--- src/rtl/msr_pkg.sv ---
// Package for the MESI snoop resolver: state encoding, lane and result types,
// configuration register indexes and shared constants. No dependencies.
package msr_pkg;

  localparam int NUM_LANES = 4;

  typedef enum logic [1:0] {
    ST_I = 2'd0,
    ST_S = 2'd1,
    ST_E = 2'd2,
    ST_M = 2'd3
  } mesi_state_t;

  typedef enum logic {
    CFG_BLOCK_BYTES = 1'b0,
    CFG_MEM_LATENCY = 1'b1
  } cfg_index_t;

  localparam logic [2:0] NO_SUPPLIER = 3'd4;
  localparam logic [10:0] BLOCK_BYTES_RST = 11'd32;
  localparam logic [9:0] MEM_LATENCY_RST = 10'd100;

  typedef struct packed {
    mesi_state_t new_state;
    logic        holds;
    logic        writeback;
  } lane_res_t;

  // Declared from the highest bit down so that it packs as the result tdata.
  typedef struct packed {
    logic        bus_invalidate;
    logic [2:0]  supplier;
    logic [12:0] total_cycles;
    logic [9:0]  fill_cycles;
    logic [11:0] writeback_cycles;
    logic [3:0]  writeback_mask;
    mesi_state_t new_state_3;
    mesi_state_t new_state_2;
    mesi_state_t new_state_1;
    mesi_state_t new_state_0;
    mesi_state_t requester_state;
    logic [31:0] line_echo;
  } res_t;

endpackage

--- src/rtl/msr_lane.sv ---
// One snoop lane: resolves the new state of one cache for a bus request.
// Depends on msr_pkg.
module msr_lane import msr_pkg::*; #(
  parameter int LANE_IDX = 0,
  parameter bit PRESENT  = 1'b1
) (
  input  logic [1:0] requester,
  input  logic       rdx,
  input  logic [1:0] snoop_state,
  output lane_res_t  res
);

  logic is_req;
  logic held;

  assign is_req = (requester == 2'(LANE_IDX));
  assign held   = (mesi_state_t'(snoop_state) != ST_I);

  always_comb begin
    res = '{new_state: ST_I, holds: 1'b0, writeback: 1'b0};
    if (PRESENT) begin
      if (is_req) begin
        res.new_state = mesi_state_t'(snoop_state);
      end else if (held) begin
        res.holds     = 1'b1;
        res.writeback = (mesi_state_t'(snoop_state) == ST_M);
        res.new_state = rdx ? ST_I : ST_S;
      end
    end
  end

endmodule

--- src/rtl/msr_merge.sv ---
// Merge stage: combines the lane findings into supplier, write-back and fill
// costs and the requester's final state. Depends on msr_pkg.
module msr_merge import msr_pkg::*; (
  input  lane_res_t   lanes [NUM_LANES],
  input  logic        rdx,
  input  logic        upg,
  input  logic [31:0] line_address,
  input  logic [9:0]  evict_penalty,
  input  logic [10:0] block_bytes,
  input  logic [9:0]  mem_latency,
  output res_t        res
);

  logic [2:0]  supplier;
  logic [2:0]  wb_count;
  logic [3:0]  wb_mask;
  logic [12:0] wb_prod;
  logic [9:0]  fill;
  logic        any_holder;

  always_comb begin
    supplier = NO_SUPPLIER;
    wb_count = 3'd0;
    for (int i = NUM_LANES - 1; i >= 0; i--) begin
      if (lanes[i].holds) begin
        supplier = 3'(i);
      end
      wb_mask[i] = lanes[i].writeback;
      wb_count   = wb_count + 3'(lanes[i].writeback);
    end
  end

  assign any_holder = (supplier != NO_SUPPLIER);
  assign wb_prod    = 13'(mem_latency) * 13'(wb_count);

  always_comb begin
    if (rdx && upg) begin
      fill = 10'd1;
    end else if (any_holder) begin
      fill = block_bytes[10:1];
    end else begin
      fill = mem_latency;
    end
  end

  always_comb begin
    res.line_echo        = line_address;
    res.requester_state  = rdx ? ST_M : (any_holder ? ST_S : ST_E);
    res.new_state_0      = lanes[0].new_state;
    res.new_state_1      = lanes[1].new_state;
    res.new_state_2      = lanes[2].new_state;
    res.new_state_3      = lanes[3].new_state;
    res.writeback_mask   = wb_mask;
    res.writeback_cycles = wb_prod[11:0];
    res.fill_cycles      = fill;
    res.total_cycles     = 13'(evict_penalty) + 13'(wb_prod[11:0]) + 13'(fill);
    res.supplier         = supplier;
    res.bus_invalidate   = rdx & (upg | any_holder);
  end

endmodule

--- src/rtl/mesi_snoop_resolver_core.sv ---
// MESI snoop resolver top level: four snoop lanes, a merge stage and a
// two-entry output buffer; the result is registered. Throughput is one request
// per cycle while the skid entry is empty; the output register and a skid entry
// keep requests flowing while a result waits for the consumer.
// Synchronous active-low reset empties the buffer and sets block_bytes to 32
// and mem_latency to 100. Depends on msr_pkg, msr_lane and msr_merge.
module mesi_snoop_resolver_core import msr_pkg::*; #(
  parameter int NUM_CACHES = 4
) (
  input  logic        clk,
  input  logic        rst_n,
  input  logic        cfg_we,
  input  logic        cfg_index,
  input  logic [10:0] cfg_wdata,
  input  logic        in_tvalid,
  output logic        in_tready,
  // requester, line_address, snoop_state_0..3, evict_penalty, zero pad
  input  logic [55:0] in_tdata,
  // cmd, upgrade_only
  input  logic [1:0]  in_tuser,
  output logic        out_tvalid,
  input  logic        out_tready,
  // line_echo, requester_state, new_state_0..3, writeback_mask,
  // writeback_cycles, fill_cycles, total_cycles, supplier, bus_invalidate, pad
  output logic [87:0] out_tdata
);

  logic [10:0] block_bytes_r;
  logic [9:0]  mem_latency_r;
  lane_res_t   lanes [NUM_LANES];
  res_t        res;
  res_t        out_r, out_nxt, skid_r, skid_nxt;
  logic        out_valid_r, out_valid_nxt, skid_valid_r, skid_valid_nxt;
  logic        accept;
  logic        out_free;

  always_ff @(posedge clk) begin
    if (!rst_n) begin
      block_bytes_r <= BLOCK_BYTES_RST;
      mem_latency_r <= MEM_LATENCY_RST;
    end else if (cfg_we) begin
      unique case (cfg_index_t'(cfg_index))
        CFG_BLOCK_BYTES: block_bytes_r <= cfg_wdata;
        CFG_MEM_LATENCY: mem_latency_r <= cfg_wdata[9:0];
      endcase
    end
  end

  for (genvar i = 0; i < NUM_LANES; i++) begin : g_lane
    msr_lane #(
      .LANE_IDX(i),
      .PRESENT (i < NUM_CACHES)
    ) u_lane (
      .requester  (in_tdata[1:0]),
      .rdx        (in_tuser[0]),
      .snoop_state(in_tdata[35 + 2 * i -: 2]),
      .res        (lanes[i])
    );
  end

  msr_merge u_merge (
    .lanes        (lanes),
    .rdx          (in_tuser[0]),
    .upg          (in_tuser[1]),
    .line_address (in_tdata[33:2]),
    .evict_penalty(in_tdata[51:42]),
    .block_bytes  (block_bytes_r),
    .mem_latency  (mem_latency_r),
    .res          (res)
  );

  assign in_tready = !skid_valid_r;
  assign accept    = in_tvalid && in_tready;
  assign out_free  = !out_valid_r || out_tready;

  always_comb begin
    out_nxt        = out_r;
    skid_nxt       = skid_r;
    out_valid_nxt  = out_valid_r;
    skid_valid_nxt = skid_valid_r;
    if (out_free) begin
      out_nxt        = skid_valid_r ? skid_r : res;
      out_valid_nxt  = skid_valid_r || accept;
      skid_valid_nxt = 1'b0;
    end else if (accept) begin
      skid_nxt       = res;
      skid_valid_nxt = 1'b1;
    end
  end

  always_ff @(posedge clk) begin
    if (!rst_n) begin
      out_valid_r  <= 1'b0;
      skid_valid_r <= 1'b0;
    end else begin
      out_valid_r  <= out_valid_nxt;
      skid_valid_r <= skid_valid_nxt;
    end
  end

  always_ff @(posedge clk) begin
    out_r  <= out_nxt;
    skid_r <= skid_nxt;
  end

  assign out_tvalid = out_valid_r;
  assign out_tdata  = {3'b000, out_r};

endmodule

--- config.mk ---
export PLATFORM = sky130hd
export DESIGN_NAME = mesi_snoop_resolver_core
export DESIGN_NICKNAME = d
export VERILOG_FILES = /design/src/rtl/msr_pkg.sv /design/src/rtl/msr_lane.sv /design/src/rtl/msr_merge.sv /design/src/rtl/mesi_snoop_resolver_core.sv
export SDC_FILE = /design/constraint.sdc
export NUM_CORES = 1
export LEC_CHECK = 0
export BUFFER_PORTS_ARGS = -buffer_cell sky130_fd_sc_hd__buf_2
export CORE_ASPECT_RATIO = 0.75
export CORE_MARGIN = 4
export CORE_UTILIZATION = 40
export DETAILED_ROUTE_END_ITERATION = 10
export PLACE_DENSITY = 0.64
export SYNTH_ARGS = -nofsm -noshare
export SYNTH_HDL_FRONTEND = slang
export SYNTH_SLANG_ARGS = --single-unit
--- constraint.sdc ---
create_clock -name clk -period 9.2 [get_ports clk]
set_clock_uncertainty 0.2 [all_clocks]
set_input_delay 0.46 -clock clk [delete_from_list [all_inputs] [get_ports clk]]
set_output_delay 0.46 -clock clk [all_outputs]
set_load 0.005 [all_outputs]
==> flow_metrics.tcl <==
set metrics [dict create \
    starting_utilization_of_the_core_area 0.4139 \
    synth_ff_type "edfxtp_1" \
    r2r_slack_ns 4.17 \
    cts.path.max_buffers 2 \
    post_layout_nonfiller_instances 1137 \
    run_status "finished, final reports clean" \
    syn-mean-instance-area_sq_um 13.46 \
    design_area_sq_mm 0.01081 \
    postCtsHoldBufs 21 \
    crit_path_max_incr_delay_ns 0.48 \
    ys_seq_elements 192 \
    delay_heaviest_family_cp "adder cells" \
    layout_worst_path_cycle_share 0.7023 \
    worst_ir_drop_vdd_mv 0.1345 \
    post_synthesis_cell_area_sq_mm 0.008909 \
    timing.max_slew.rel_slack 0.4477 \
    yosys.cell_types.count 61 \
    worstPathBufferInverterCount 3 \
    chipWidth_um 180.3 \
    cp_num_cells 26 \
    grt_first_pass_wirelength_um 30590 \
    criticalPathCategory "input pin to register" \
    worst_hold_path_type "input pin to register" \
    place_congestion 0.8144 \
    cp-endpoint "out_tdata[79]" \
    globalRouteTotalUtil 0.1574 \
    drt-pass1-iter-count 4 \
    floorplan.core_area_sq_mm 0.02153 \
    p_leak_uw 0.004450 \
    design.die.area_sq_mm 0.02475 \
    io-pin-count 165 \
    synth_sequential_area_ratio 0.6225 \
    worst_r2r_endpoint "out_tdata[79]" \
    worst_setup_hold_path_clk_slew_ns 0.08 \
    io_buf_count 157 \
    clock-root-buffer "clkbuf_16" \
    fmax_ghz 0.1548 \
    post_synth_inst_count 662 \
    setup_tns_ns 0 \
    drc_errors 0 \
    first_iter_violations 351 \
    placed_cells_incl_taps 1084 \
    power_density_mw_per_mm2 196.5 \
    synth_enable_flop_cells 170 \
    cts_inserted_buffers 17 \
    number_of_antenna_violations_at_the_first_check_in_global_routing 0 \
    drtAntennaViolNets 0 \
    postSynth.asyncResetShare 0 \
    worst-slew-pin-transition_ns 0.8285 \
    regToRegStartpoint "mem_latency_r[0]" \
    grt_remaining_overflow 0 \
    timing.critical_path.from_type "input pin" \
    die_h_um 137.2 \
    vias_per_cell 4.951 \
    route.vias.total 5629 \
    register_area_sq_mm 0.005549 \
    num_antenna_cells 0 \
    syn_to_final_growth_pct 21.39 \
    grt_setup_unrepaired "false" \
    r2r_cells 20 \
    finalMaxSlewViolations 0 \
    timing.critical_path.arrival_ns 6.45 \
    totalWireLength_um 19140 \
    worst_setup_path_end_kind "register" \
    maximum_fanout_along_the_worst_path 10 \
    crit_required_ns 9.19 \
    crit_slowest_cell "ha_1" \
    hold_path_stages 1 \
    first_global_vias 5710 \
    nets 955 \
    worstSkewPairLatency_ns 0.43 \
    fill_cells 1901 \
    synth.yosys.warnings 0 \
    total_cell_area_at_the_placement_stage_sq_mm 0.009986 \
    timing_hold_violations_final 0 \
    row_count 46 \
    ctsHtreeMaxLevel 4 \
    layout-drive-gt1-share 0.3098 \
    route.detailed.wl_per_inst_um 16.83 \
    cts.sink_count 192 \
    pre_cts_ws_ns 2.355 \
    setup_viol 0 \
    cts_resized 0 \
    mostFrequentLayoutCell "edfxtp_1" \
    multi_input_area_sq_mm 0.003144 \
    dp.final_hpwl_um 13170 \
    top_library_cells_by_usage_in_the_layout_fill_and_taps_aside "170 x edfxtp_1, 157 x buf_2, 101 x nand2_1" \
    max-cap-violations 0 \
    period_needed_ns 6.461 \
    final_critical_path_setup_slack_ns 2.739 \
    cts_tree "built" \
    grt_max_degree 60 \
    post-cts-setup-buffers 0 \
    critical_path.startpoint "in_tdata[0]" \
]
## metal layers
metal / track usage / vias up / wire [um]
met5: 0 / - / 0
met4: 0.04408 / 0 / 234
met3: 0.04619 / 15 / 1200
met2: 0.2474 / 153 / 8540
met1: 0.2157 / 2723 / 9163
li1: - / 2738 / -
## report_power, final
part           total (uW)  switching, uW  internal [uW]
clock network         756            363            393
logic                 315            171            143
registers            1050           19.9           1030
total                2120            554           1570
## cells by family (layout without fill, tap and decap cells)
family,after synthesis,count (layout),share of synthesized area
flops,192,192,0.6225
xor+xnor,13,13,0.01278
fa+ha+maj,44,44,0.07949
compound gates,91,91,0.07219
other cells,1,3,0.0004209
mux,71,71,0.08876
simple gates,191,191,0.09705
buf+inv,59,244,0.02682
## worst min path at each step
stage                            end        startpoint
finish                    skid_r[15]      in_tdata[17]
global route              skid_r[24]      in_tdata[26]
CTS                        skid_r[5]       in_tdata[7]
detailed placement  block_bytes_r[4]  block_bytes_r[4]
global placement    block_bytes_r[4]  block_bytes_r[4]
floorplan           block_bytes_r[5]  block_bytes_r[5]
## cell usage after synthesis, types with 2 or more instances
cell,n,area [sq um]
inv_2,2,7.510
nor2b_1,5,31.28
mux2i_1,10,100.1
o21ai_1,5,25.02
fa_1,21,420.4
nor3b_1,4,30.03
and3_1,6,37.54
buf_1,4,15.01
o21bai_1,2,15.01
nand2b_1,9,56.30
nor2_1,30,112.6
nand2_1,101,379.1
o211ai_1,2,15.01
clkbuf_1,20,75.07
edfxtp_1,170,5105
o21ai_0,6,30.03
or2_2,2,12.51
dfxtp_1,22,440.4
a21boi_0,18,135.1
xor2_1,5,43.79
buf_4,4,30.03
a31oi_1,2,12.51
and2_1,11,68.82
a21o_1,2,15.01
mux2_2,59,664.4
o21a_1,6,45.04
o31ai_1,15,112.6
inv_1,26,97.59
buf_2,2,10.01
ha_1,23,287.8
a211o_1,2,17.52
nor3_1,7,35.03
nand3_1,7,35.03
a21oi_1,15,75.07
a211oi_1,4,30.03
xnor2_1,8,70.07
## per-stage QoR
step | hold WS, ns | power [uW] | util
6_report | 0.01639 | 2125 | 0.5024
5_1_grt | 0.0009758 | 2233 | 0.5024
4_1_cts | 0.00001993 | 2154 | 0.5024
3_5_place_dp | 0.2595 | 1384 | 0.4639
3_3_place_gp | 0.2565 | 1379 | 0.4639
2_1_floorplan | 0.2401 | 1260 | -
## flip-flops by register name, indices dropped and copies added, names as in the netlist
register / flops
out_tdata: 85
skid_r: 85
block_bytes_r: 10
mem_latency_r: 10
out_tvalid: 1
skid_valid_r: 1
## final cells by class
| cell class | count | area share |
|---|---|---|
| sequential | 192 | 0.5131 |
| multi-input combinational | 413 | 0.2908 |
| timing repair buffer | 183 | 0.09557 |
| clock buffer | 17 | 0.03934 |
| tap | 288 | 0.03332 |
| clock inverter | 15 | 0.01782 |
| inverter | 29 | 0.01007 |
No activity file was read; power rests on OpenSTA's default activity.
